[src/hdl/prim_mst_pkg.sv]
package prim_mst_pkg;

    // fixed field widths
    localparam int WEIGHT_W     = 16;
    localparam int NODE_COUNT_W = 6;

    // default sizing
    localparam int DEFAULT_MAX_NODES   = 32;
    localparam int DEFAULT_WEIGHT_BITS = 16;

    // commands from the controller to the datapath
    typedef struct packed {
        logic load_write;  // store one matrix entry
        logic cfg_write;   // take a new node count
        logic run_start;   // begin a tree run from node 0
        logic scan_step;   // advance the edge scan
        logic commit;      // add the best edge and rescan
        logic finish;      // emit the final transaction
    } prim_mst_cmd_t;

    // status from the datapath to the controller
    typedef struct packed {
        logic load_last;   // load pointer sits on the last matrix entry
        logic scan_done;   // every row has been walked
        logic found;       // the scan found a crossing edge
        logic pend_valid;  // an edge waits to be emitted
        logic out_free;    // output register can take a transaction
    } prim_mst_stat_t;

endpackage

[src/hdl/prim_mst_ctrl.sv]
module prim_mst_ctrl (
    input  logic                         clk,
    input  logic                         rst_n,
    input  logic                         in_valid,
    output logic                         in_ready,
    input  logic                         cfg_valid,
    output logic                         cfg_ready,
    input  prim_mst_pkg::prim_mst_stat_t stat,
    output prim_mst_pkg::prim_mst_cmd_t  cmd
);
    import prim_mst_pkg::*;

    localparam logic [1:0] S_IDLE   = 2'd0;
    localparam logic [1:0] S_START  = 2'd1;
    localparam logic [1:0] S_SCAN   = 2'd2;
    localparam logic [1:0] S_DECIDE = 2'd3;

    logic [1:0] state_reg;
    logic [1:0] state_next;

    // state register
    always_ff @(posedge clk or negedge rst_n)
    begin
        if (!rst_n)
        begin
            state_reg <= S_IDLE;
        end
        else
        begin
            state_reg <= state_next;
        end
    end

    assign in_ready  = (state_reg == S_IDLE);
    assign cfg_ready = (state_reg == S_IDLE);

    // next state and commands
    always_comb
    begin
        state_next = state_reg;
        cmd        = '0;
        case (state_reg)
            S_IDLE:
            begin
                cmd.load_write = in_valid;
                cmd.cfg_write  = cfg_valid;
                if (in_valid && stat.load_last)
                begin
                    state_next = S_START;
                end
            end
            S_START:
            begin
                cmd.run_start = 1'b1;
                state_next    = S_SCAN;
            end
            S_SCAN:
            begin
                cmd.scan_step = !stat.scan_done;
                if (stat.scan_done)
                begin
                    state_next = S_DECIDE;
                end
            end
            S_DECIDE:
            begin
                if (stat.found)
                begin
                    // a held edge must reach the output register first
                    if (!stat.pend_valid || stat.out_free)
                    begin
                        cmd.commit = 1'b1;
                        state_next = S_SCAN;
                    end
                end
                else if (stat.out_free)
                begin
                    cmd.finish = 1'b1;
                    state_next = S_IDLE;
                end
            end
            default:
            begin
                state_next = S_IDLE;
            end
        endcase
    end

endmodule

[config.mk]
export PLATFORM = sky130hd
export DESIGN_NAME = prim_mst_ctrl
export DESIGN_NICKNAME = d
export VERILOG_FILES = /design/src/hdl/prim_mst_pkg.sv /design/src/hdl/prim_mst_ctrl.sv
export SDC_FILE = /design/constraint.sdc
export NUM_CORES = 1
export LEC_CHECK = 0
export ABC_AREA = 1
export BUFFER_PORTS_ARGS = -buffer_cell sky130_fd_sc_hd__buf_2
export CAP_MARGIN = 20
export CORE_AREA = 2 2 39 41
export CTS_CLUSTER_SIZE = 8
export DETAILED_ROUTE_END_ITERATION = 8
export DIE_AREA = 0 0 41 43
export MAX_ROUTING_LAYER = met4
export PLACE_DENSITY = 0.37
export SYNTH_ARGS = -nofsm -noshare
export SYNTH_HDL_FRONTEND = slang
export SYNTH_SLANG_ARGS = --single-unit
[constraint.sdc]
create_clock -name clk -period 2.62 [get_ports clk]
set_input_delay 0.655 -clock clk [delete_from_list [all_inputs] [get_ports clk]]
set_output_delay 0.655 -clock clk [all_outputs]
set_load 0.03 [all_outputs]
; ---- After elaboration in Yosys (flattened, before gate mapping)
; Cells that the tools add are included.
[totals]
elab_cells = 28
output_inout_bits = 8
reg_bits = 2
[classes]
n_eq_ne = 7
muxes = 14
reduce_logical = 6
[ops]
columns = op, count
row1 = $mux 2, 7
row2 = $pmux 2 s4, 1
row3 = $mux 1, 6
row4 = $ne 3x3->1 const B, 2
row5 = $eq 2x2->1 const B, 2
row6 = $reduce_and 4->1, 1
row7 = $eq 2x1->1 const B, 1
row8 = $logic_not 1->1, 2
row9 = $logic_not 2->1, 1
row10 = $ne 2x1->1 const B, 1
row11 = $ne 2x2->1 const B, 1
row12 = $logic_and 1x1->1, 1
row13 = $logic_or 1x1->1, 1

; ---- Longest topological paths before layout
; Gate-level depths: netlist of run 1.
[depth]
depth_word = 5
depth_mapped = 8

; ---- Worst setup path after synthesis of run 1
; Ideal clock, no wire load.
[synth_timing]
kind = in2out
startpoint = in stat[0] (netlist bit)
endpoint = out cmd[0] (netlist bit)
path_slack_ps = 580
arrival_time_ps = 1385
t_required_ps = 1965
n_path_buf = 0
stages = 2
path_cell_list = inv_1 > nor3_1
[synth_rtl]
columns = item, line_no
row1 = "start, declared", prim_mst_ctrl.sv:8  ; input prim_mst_pkg::prim_mst_stat_t stat,
row2 = "end, declared", prim_mst_ctrl.sv:9  ; output prim_mst_pkg::prim_mst_cmd_t cmd

==> results.tsv, run 1 <==
stage	metric	value	unit
run_status	outcome	finished, final reports clean	
placed_design	pre_cts_ws	0.757	ns
final_layout	area_delta_synth_final	53.2	%
sta	setup_ws	0.737	ns
pwr	power_per_cell_area	1270	nW/um^2
sta	whs	0.208	ns
final_layout	drive_gt1_share	52.7	%
clocking	cts_inserted_buffers	3	
sta	period_share	71.9	%
sta	rsz0062_at_grt	false	
floorplan	die_width	41	um
clocking	clkTransAtPathRegs	0.03	ns
sta	fin_crit	1.88	ns
worst_setup_path	rr_endpoint	state_reg[0]$_DFFE_PN0P_	
floorplan	io_pins	17	
worst_setup_path	cp_data_arrival_time	1.23	ns
worst_setup_path	ff2ff_path_depth	6	
placed_design	gp_congestion	0.581	
yosys	ys_warn_count	0	
clocking	cts_buffer_depth	2	
sta	fmax	531	MHz
worst_hold_path	holdCritPathClass	in2async	
detailed_routing	drt_wl_total	514	um
global_route	gr-usage-met2	9.38	%
worst_setup_path	crit_path_start	state_reg[1]$_DFFE_PN0P_	
clocking	post_cts_buffers	0	
detailed_routing	drcViolationCount	0	
sta	worst_slew_pin_slew	0.196	ns
yosys	netlist_area	216	um^2
pwr	p_leak	0.000206	uW
yosys	syn-num-nets	46	
detailed_routing	num_vias	252	
sta	finalSetupTns	0	ns
placed_design	portBuffers	16	
global_route	grt-busiest-layer	met4	
job	maxCapViolations	0	
floorplan	core-area	1380	um^2
clocking	clk_latency	0.22	ns
sta	finalClockSkew	0.000575	ns
global_route	grt_use_met1	7.74	%
yosys	synth-seq-cells	2	
yosys	syn_area_per_cell	5.85	um^2
yosys	yosysSeqAreaShare	23.1	%
worst_setup_path	crit_required	1.97	ns
detailed_routing	routedWlPerCell	7.24	um
yosys	synth_cells	37	
floorplan	dieArea	1760	um^2
global_route	grtUsageTotal	7.72	%
sta	slew_violations	0	
detailed_routing	ant_nets	0	
final_layout	largest_reg_flops	2	
global_route	antenna_found_initial	0	
clocking	cts_resized	0	
floorplan	fp.dieH	43	um
detailed_routing	drtIter0Drc	0	
clocking	cts_sinks	2	
clocking	clock-root-buffer	clkbuf_4	
final_layout	mostFrequentLayoutCell	buf_2	
final_layout	diodes	0	
pwr	p_total	422	uW
floorplan	start_util	15.6	%
worst_setup_path	crit_fanout	6	
worst_setup_path	crit_path_end_kind	primary output	
yosys	ys_types	12	
final_layout	final_cell_mix	buf_2, nand2_1, nor2_1	
placed_design	dp_hpwl	415	um
worst_setup_path	reg2reg_slack	1.54	ns
global_route	grt_pass1_vias	220	
worst_setup_path	timing.rr.start	state_reg[1]$_DFFE_PN0P_	
clocking	postCtsHoldBufs	0	
clocking	tritoncts	built	
sta	maxSlewHeadroom	86.9	%
worst_setup_path	worst-setup-path-type	reg2out	
worst_setup_path	crit_path_start_kind	flop	
sta	setup_violations	0	
global_route	grt_pass1_wl	814	um
sta	hold_violations	0	
detailed_routing	drtPass1Iterations	1	
final_layout	nNetsFinal	66	
floorplan	rows	14	
global_route	grt_use_met3	3.14	%
pwr	peakVddDrop	348	uV
clocking	cts_max_level	1	
detailed_routing	vias_per_cell	3.55	
global_route	overflow	0	
global_route	grt_max_degree	7	
-- worst max-delay path, stage by stage (launching register included) --
cell and delay [ns]:
dfrtp_1 0.43, nor2_2 0.22, inv_1 0.08, nor2_1 0.08
buf_2 0.19
-- final cells by class --
cell class	instances	area [um^2]
clock buffers	3	22.5
fillers	172	1050
inverters	7	26.3
multi-input cells	27	133
flip-flops and latches	2	50.0
well taps	16	20.0
repair buffers	16	80.1
-- power breakdown --
part | total [uW] | internal [uW] | switching, uW
sequential | 74.3 | 48.5 | 25.8
clock | 68.8 | 50.6 | 18.2
combinational | 279 | 86.3 | 193
-- synthesized netlist by cell type (all sizes together) --
| cell type | n | area (um^2) |
|---|---|---|
| buf | 1 | 7.51 |
| nand2 | 12 | 55.1 |
| a21oi | 1 | 5.00 |
| nor2 | 10 | 52.6 |
| inv | 7 | 26.3 |
| nor3 | 1 | 5.00 |
| nand3 | 3 | 15.0 |
| dfrtp | 2 | 50.1 |
-- logic make-up (layout without fill, tap and decap cells) --
group	after synthesis	in the layout	share of synthesized area, %
AND/OR/NAND/NOR	26	26	59.0
buffers and inverters	8	26	15.6
AO/OA/AOI/OAI	1	1	2.31
flip-flops	2	2	23.1
-- worst max-delay path by stage --
stage,slack (ns),cells past startpoint,to
CTS,0.70,4,cmd[4]
global placement,0.77,4,cmd[1]
detailed placement,0.76,4,cmd[1]
floorplan,0.58,2,cmd[0]
finish,0.74,4,cmd[4]
global route,0.58,4,cmd[5]
-- per-stage QoR --
| stage | instance area [um^2] | cells | utilization, % |
|---|---|---|---|
| floorplan | 216 | 37 | - |
| global placement | 309 | 68 | 22.3 |
| detailed placement | 309 | 68 | 22.3 |
| CTS | 332 | 71 | 24.0 |
| global route | 332 | 71 | 24.0 |
| finish | 332 | 71 | 24.0 |
-- per-layer routing --
| layer | routed length (um) | part of all wire, % |
|---|---|---|
| met5 | 0 | 0 |
| met4 | 0 | 0 |
| met3 | 44 | 8.6 |
| met2 | 239 | 46 |
| met1 | 230 | 45 |
Note: power is estimated with default switching activity, not from simulation.
==> run 2: changes to the inputs <==
==> constraint.sdc (replaced) <==
create_clock -name clk -period 1.75 [get_ports clk]
set_input_delay 0.4375 -clock clk [delete_from_list [all_inputs] [get_ports clk]]
set_output_delay 0.4375 -clock clk [all_outputs]
set_load 0.03 [all_outputs]
==> run 2 against run 1 <==
Global-route usage decreased by 0.51 points. Sequential power increased by 62%. Register-to-register slack worse by 0.91 ns. Non-clock buffer count increased by 1. Critical path depth stayed put. Via count rose by 3.2%. Clock skew is essentially flat. Largest cell class unchanged. Hold slack gained 0.32 ns. First-iteration DRC count up 3.
==> results.tsv, run 2 (synthesis results as in run 1) <==
stage	metric	value	unit	change
sta	hold_violations	0		unchanged
final_layout	area_delta_synth_final	63.6	%	
run_status	outcome	finished, final reports clean		
sta	fin_crit	1.64	ns	
worst_setup_path	crit_path_end_kind	primary output		
worst_setup_path	crit_path_end	cmd[2]		
placed_design	dp_hpwl	429	um	+3.2%
pwr	peakVddDrop	739	uV	+110%
floorplan	fp.dieH	43	um	unchanged
detailed_routing	ant_nets	0		unchanged
detailed_routing	drtIter0Drc	3		+3
sta	period_share	93.8	%	
worst_setup_path	ff2ff_path_depth	7		+1
worst_setup_path	reg2reg_slack	0.63	ns	-0.91 ns
pwr	p_int	288	uW	+56%
pwr	power_per_cell_area	1850	nW/um^2	+45%
final_layout	fin_cells	72		+1.4%
floorplan	die_width	41	um	unchanged
clocking	clock-root-buffer	clkbuf_4		
sta	finalSetupTns	0	ns	unchanged
worst_setup_path	crit_fanout	5		-1
pwr	p_leak	0.000211	uW	+2.5%
final_layout	nNetsFinal	67		+1.5%
sta	fmax	609	MHz	
worst_setup_path	crit_path_start_kind	flop		
sta	slew_violations	0		unchanged
clocking	post_cts_buffers	0		unchanged
worst_setup_path	crit_path_start	state_reg[0]$_DFFE_PN0P_		
sta	maxSlewHeadroom	84.1	%	-2.8 points
final_layout	nFillCells	155		-9.9%
worst_setup_path	critPathMaxStageDelay	0.44	ns	about the same
clocking	cts_sinks	2		unchanged
placed_design	gp_congestion	0.703		+21%
worst_setup_path	cp_data_arrival_time	1.20	ns	-0.03 ns
worst_hold_path	holdCritPathClass	in2async		
final_layout	mostFrequentLayoutCell	buf_2		
detailed_routing	drcViolationCount	0		unchanged
sta	setup_ws	0.109	ns	-0.628 ns
final_layout	ff_latch_area	50.0	um^2	unchanged
detailed_routing	drtPass1Iterations	4		+3
final_layout	postLayoutCellArea	354	um^2	+6.8%
global_route	grt_pass1_vias	230		+4.5%
placed_design	portBuffers	16		unchanged
worst_setup_path	crit_required	1.31	ns	-0.66 ns
pwr	switchingPower	367	uW	+55%
detailed_routing	num_vias	260		+3.2%
global_route	antenna_found_initial	0		unchanged
clocking	tritoncts	built		
clocking	cts_inserted_buffers	3		unchanged
job	maxCapViolations	0		unchanged
sta	worst_slew_pin_slew	0.238	ns	+0.0419 ns
detailed_routing	vias_per_cell	3.61		+1.7%
floorplan	start_util	15.6	%	unchanged
final_layout	largest_reg_flops	2		unchanged
placed_design	pre_cts_ws	0.297	ns	-0.460 ns
sta	finalClockSkew	0.000362	ns	-0.000213 ns
final_layout	diodes	0		unchanged
sta	whs	0.532	ns	+0.324 ns
worst_setup_path	worst-setup-path-type	reg2out		
pwr	pwr-share-seq	18.3	%	+0.7 points
global_route	grt_max_degree	7		unchanged
worst_setup_path	rr_endpoint	state_reg[1]$_DFFE_PN0P_		
sta	setup_violations	0		unchanged
clocking	cts_max_level	1		unchanged
pwr	switching_share	56.0	%	-0.085 points
floorplan	dieArea	1760	um^2	unchanged
clocking	clk_latency	0.22	ns	about the same
detailed_routing	routedWlPerCell	7.39	um	+2.1%
global_route	overflow	0		unchanged
worst_setup_path	path_cells	inv_1 -> nand2_1 -> nor2_4 -> clkbuf_4		
pwr	combPwrFrac	66.4	%	+0.3 points
floorplan	core-area	1380	um^2	unchanged
worst_setup_path	crit_slowest_cell	dfrtp_1		
floorplan	io_pins	17		unchanged
clocking	cts_buffer_depth	2		unchanged
clocking	clkTransAtPathRegs	0.03	ns	about the same
worst_setup_path	timing.rr.start	state_reg[0]$_DFFE_PN0P_		
floorplan	rows	14		unchanged
global_route	grt_pass1_wl	807	um	-0.86%
final_layout	multiInputGateArea	143	um^2	+7.5%
final_layout	drive_gt1_share	51.8	%	-0.94 points
detailed_routing	drt_wl_total	532	um	+3.5%
placed_design	postPlaceCellArea	309	um^2	unchanged
final_layout	final_cell_mix	buf_2, nand2_1, nor2_1		
placed_design	dp.cells	68		unchanged
pwr	p_clk_share	15.3	%	-1.0 points
sta	rsz0062_at_grt	false		
global_route	grtUsageTotal	7.21	%	-0.51 points
run 2: changes by cell type in the layout (fill, tap and decap cells not counted), sizes merged:
cell         previous run  this run
clkbuf                  3         4
dlygate4sd3             0         1
buf                    16        15
run 2: cell type report:
type / instances / share of cell area (%)
multi-input cells: 27 / 40.3
repair buffers: 17 / 26.1
flip-flops and latches: 2 / 14.1
inverters: 7 / 7.42
clock buffers: 3 / 6.36
well taps: 16 / 5.65
run 2: critical path, delay by kind of cell (launching register included):
family | cells | cell delay [ns]
DFF | 1 | 0.44
and+or+nand+nor | 2 | 0.22
buffers and inverters | 2 | 0.33
run 2: power by group through the flow:
stage               Combinational [uW]  Sequential, uW  Clock (uW)
floorplan                          345             102           0
global placement                   427             114           0
detailed placement                 424             113           0
CTS                                427             113         109
global route                       479             128         113
finish                             435             120         100
run 2: worst min path at each step:
stage / depth (start not counted) / from / slack [ns] / to
floorplan: 0 / rst_n / 0.14 / state_reg[0]$_DFFE_PN0P_
global placement: 1 / rst_n / 0.22 / state_reg[0]$_DFFE_PN0P_
detailed placement: 1 / rst_n / 0.23 / state_reg[0]$_DFFE_PN0P_
CTS: 2 / rst_n / 0.52 / state_reg[0]$_DFFE_PN0P_
global route: 2 / rst_n / 0.54 / state_reg[0]$_DFFE_PN0P_
finish: 2 / rst_n / 0.53 / state_reg[1]$_DFFE_PN0P_
run 2: stage by stage:
| step | utilization [%] | power (uW) |
|---|---|---|
| 4_1_cts | 24.7 | 648 |
| 5_1_grt | 25.6 | 720 |
| 6_report | 25.6 | 655 |
| 3_3_place_gp | 22.3 | 541 |
| 3_5_place_dp | 22.3 | 537 |
| 2_1_floorplan | - | 447 |
run 2: layer usage:
metal	wire, um	vias up	share of wire (%)	track usage, %
met5	0	-	0	-
li1	-	148	-	-
met2	250	8	47	10.0
met1	238	104	45	8.39
met3	43	0	8.1	0
met4	0	0	0	8.00
run 2: repair_timing:
item,CTS,global route
setup endpoints to repair,0,2
endpoints found under the hold margin,2,0
hold buffers,1,0
gates resized for setup,0,3
==> run 3: changes to the inputs <==
--- a/config.mk
+++ b/config.mk
@@ -5,7 +5,6 @@
 export SDC_FILE = /design/constraint.sdc
 export NUM_CORES = 1
 export LEC_CHECK = 0
-export ABC_AREA = 1
 export BUFFER_PORTS_ARGS = -buffer_cell sky130_fd_sc_hd__buf_2
 export CAP_MARGIN = 20
 export CORE_AREA = 2 2 39 41
@@ -13,7 +12,7 @@
 export DETAILED_ROUTE_END_ITERATION = 8
 export DIE_AREA = 0 0 41 43
 export MAX_ROUTING_LAYER = met4
-export PLACE_DENSITY = 0.37
+export PLACE_DENSITY = 0.32
 export SYNTH_ARGS = -nofsm -noshare
 export SYNTH_HDL_FRONTEND = slang
 export SYNTH_SLANG_ARGS = --single-unit
==> constraint.sdc (replaced) <==
create_clock -name clk -period 1.9 [get_ports clk]
set_input_delay 0.475 -clock clk [delete_from_list [all_inputs] [get_ports clk]]
set_output_delay 0.475 -clock clk [all_outputs]
set_load 0.03 [all_outputs]
==> run 3 against run 2 <==
Combinational power is 47% lower. Hold slack worse by 0.50 ns. First-iteration DRC count is 67% lower. Final cell count is 28% lower. Core utilization is 5.9 points lower. Final area is 23% lower. Register-to-register slack better by 0.35 ns. Sequential power is 19% lower.
==> results.tsv, run 3 <==
stage	metric	value	unit	change
yosys	yosysSeqAreaShare	31.7	%	+8.6 points
yosys	ys.flop_type	dfrtp_1		
yosys	syn-num-nets	27		-41%
pwr	power_per_cell_area	1550	nW/um^2	-16%
detailed_routing	drt_wl_total	437	um	-18%
final_layout	largest_reg_flops	2		unchanged
worst_setup_path	crit_required	1.42	ns	+0.11 ns
clocking	clkTransAtPathRegs	0.03	ns	about the same
yosys	syn_area_per_cell	8.76	um^2	+50%
clocking	cts_resized	0		unchanged
clocking	cts_max_level	1		unchanged
detailed_routing	num_vias	188		-28%
placed_design	portBuffers	16		unchanged
yosys	ys_warn_count	0		unchanged
yosys	netlist_area	158	um^2	-27%
final_layout	area_delta_synth_final	73.0	%	
sta	fmax	566	MHz	
floorplan	fp.dieH	43	um	unchanged
floorplan	rows	14		unchanged
worst_hold_path	holdCritPathClass	in2async		
final_layout	nFillCells	172		+11%
worst_setup_path	critPathMaxStageDelay	0.43	ns	about the same
worst_setup_path	crit_fanout	7		+2
clocking	tritoncts	built		
pwr	p_total	424	uW	-35%
global_route	grtUsageTotal	5.76	%	-1.4 points
sta	fin_crit	1.77	ns	
yosys	synth_edf_count	0		unchanged
final_layout	final_cell_mix	buf_2, clkbuf_4		
global_route	grt_pass1_vias	173		-25%
placed_design	dp_hpwl	359	um	-16%
run_status	outcome	finished, final reports clean		
pwr	p_clk_share	22.3	%	+7.0 points
yosys	async_flop_share	100	%	unchanged
pwr	p_leak	0.000149	uW	-29%
detailed_routing	vias_per_cell	3.62		+0.12%
floorplan	dieArea	1760	um^2	unchanged
yosys	ys_types	14		+2
job	maxCapViolations	0		unchanged
worst_setup_path	cp_data_arrival_time	1.29	ns	+0.09 ns
floorplan	start_util	11.4	%	-4.2 points
pwr	p_int	214	uW	-26%
clocking	postCtsHoldBufs	0		-1
worst_setup_path	crit_slowest_cell	dfrtp_1		
pwr	switchingPower	210	uW	-43%
worst_setup_path	crit_path_end_kind	primary output		
final_layout	ff_latch_area	50.0	um^2	unchanged
final_layout	mostFrequentLayoutCell	buf_2		
floorplan	die_width	41	um	unchanged
global_route	overflow	0		unchanged
floorplan	io_pins	17		unchanged
worst_setup_path	crit_path_start_kind	flop		
final_layout	diodes	0		unchanged
final_layout	multiInputGateArea	92.6	um^2	-35%
clocking	cts_buffer_depth	2		unchanged
clocking	cts_sinks	2		unchanged
sta	finalClockSkew	0.0000558	ns	-0.000306 ns
detailed_routing	drtPass1Iterations	2		-2
clocking	post_cts_buffers	0		unchanged
detailed_routing	ant_nets	0		unchanged
worst_setup_path	worst-setup-path-type	reg2out		
detailed_routing	drcViolationCount	0		unchanged
sta	finalSetupTns	0	ns	unchanged
sta	rsz0062_at_grt	false		
clocking	clock-root-buffer	clkbuf_4		
sta	hold_violations	0		unchanged
global_route	antenna_found_initial	0		unchanged
global_route	grt_max_degree	8		+1
global_route	grt_pass1_wl	634	um	-21%
yosys	synth_cells	18		-51%
clocking	clk_latency	0.22	ns	about the same
worst_setup_path	cp_num_buf_inv	1		-1
sta	worst_slew_pin_slew	0.293	ns	+0.0544 ns
detailed_routing	routedWlPerCell	8.40	um	+14%
sta	slew_violations	0		unchanged
detailed_routing	drtIter0Drc	1		-2
yosys	synth_top_area_share	31.7	%	+8.6 points
sta	setup_violations	0		unchanged
pwr	pwr-share-seq	22.9	%	+4.6 points
worst_setup_path	critPathTopFamily	simple AND/OR/NAND/NOR gates		
final_layout	nNetsFinal	47		-30%
clocking	cts_inserted_buffers	3		unchanged
floorplan	core-area	1380	um^2	unchanged
placed_design	gp_congestion	0.640		-9.0%
yosys	yosysTopAreaCell	dfrtp_1		
sta	period_share	93.0	%	
yosys	synth.area.top_cells	dfrtp_1, a211oi_2, and2_1, nor3_2, and2b_2		
final_layout	drive_gt1_share	63.9	%	+12 points
pwr	combPwrFrac	54.8	%	-12 points
yosys	synth-seq-cells	2		unchanged
pwr	switching_share	49.5	%	-6.5 points
worst_setup_path	path_cells	nor2_1 -> and2_1 -> buf_2		
sta	maxSlewHeadroom	80.4	%	-3.7 points
yosys	ys_top_cells_by_count	and2_1, dfrtp_1, inv_1, nor2_1		
pwr	peakVddDrop	309	uV	-58%
-- run 3: cell count changes in the layout (fill, tap and decap cells not counted), moves of 2 or more --
cell,previous run,this run
nor2_4,3,0
nor2_1,6,2
nand3_1,3,0
nand2_2,4,1
inv_2,2,0
and2_1,0,2
inv_1,5,2
nand2_1,8,0
-- run 3: area by class of cell --
cell class              instances  area share [%]
clock buffers                   3            8.26
inverters                       2            2.75
multi-input cells              13            33.9
flip-flops and latches          2            18.3
well taps                      16            7.34
repair buffers                 16            29.4
-- run 3: worst reg2reg max path, cell delays in order (launching register included) --
cell     delay, ns
dfrtp_1       0.43
nor2_1        0.28
nor2_1        0.09
-- run 3: cell families after synthesis --
group                  after synthesis  share of synthesized area (%)
buffers and inverters                3                           9.53
AO/OA/AOI/OAI                        4                           20.6
flip-flops                           2                           31.7
AND/OR/NAND/NOR                      9                           38.1
-- run 3: final timing paths --
path / start / end / slack (ns) / depth (start not counted)
worst max-delay path: state_reg[1]$_DFFE_PN0P_ / cmd[5] / 0.13 / 3
worst min-delay path: rst_n / state_reg[1]$_DFFE_PN0P_ / 0.03 / 1
worst max register to register: state_reg[1]$_DFFE_PN0P_ / state_reg[1]$_DFFE_PN0P_ / 0.98 / 2
worst min register to register: state_reg[0]$_DFFE_PN0P_ / state_reg[0]$_DFFE_PN0P_ / 0.58 / 1
max in group asynchronous: rst_n / state_reg[0]$_DFFE_PN0P_ / 1.78 / 1
min in group clk: stat[2] / state_reg[1]$_DFFE_PN0P_ / 0.51 / 3
-- run 3: power by group through the flow --
stage | logic (uW) | clock network, uW | registers, uW
after floorplan | 184 | 0 | 90.9
after global placement | 233 | 0 | 97.4
after detailed placement | 233 | 0 | 97.6
after CTS | 234 | 100 | 97.3
after global routing | 253 | 104 | 104
final | 232 | 94.7 | 96.9
-- run 3: stage by stage --
step                      instances  setup WS, ns  hold slack (ns)  area [um^2]  utilization, %
final                            52         0.134           0.0282          273            19.7
after CTS                        52         0.128           0.0206          273            19.7
after global routing             52       0.00521           0.0245          273            19.7
after global placement           49         0.400            0.260          250            18.1
after floorplan                  18        0.0829            0.179          158               -
after detailed placement         49         0.373            0.261          250            18.1
-- run 3: routing by layer --
layer	wire [um]	track usage, %	vias up
met5	0	-	-
met4	16	8.00	0
met3	66	0	2
met2	151	7.19	17
met1	203	6.75	70
li1	-	-	99
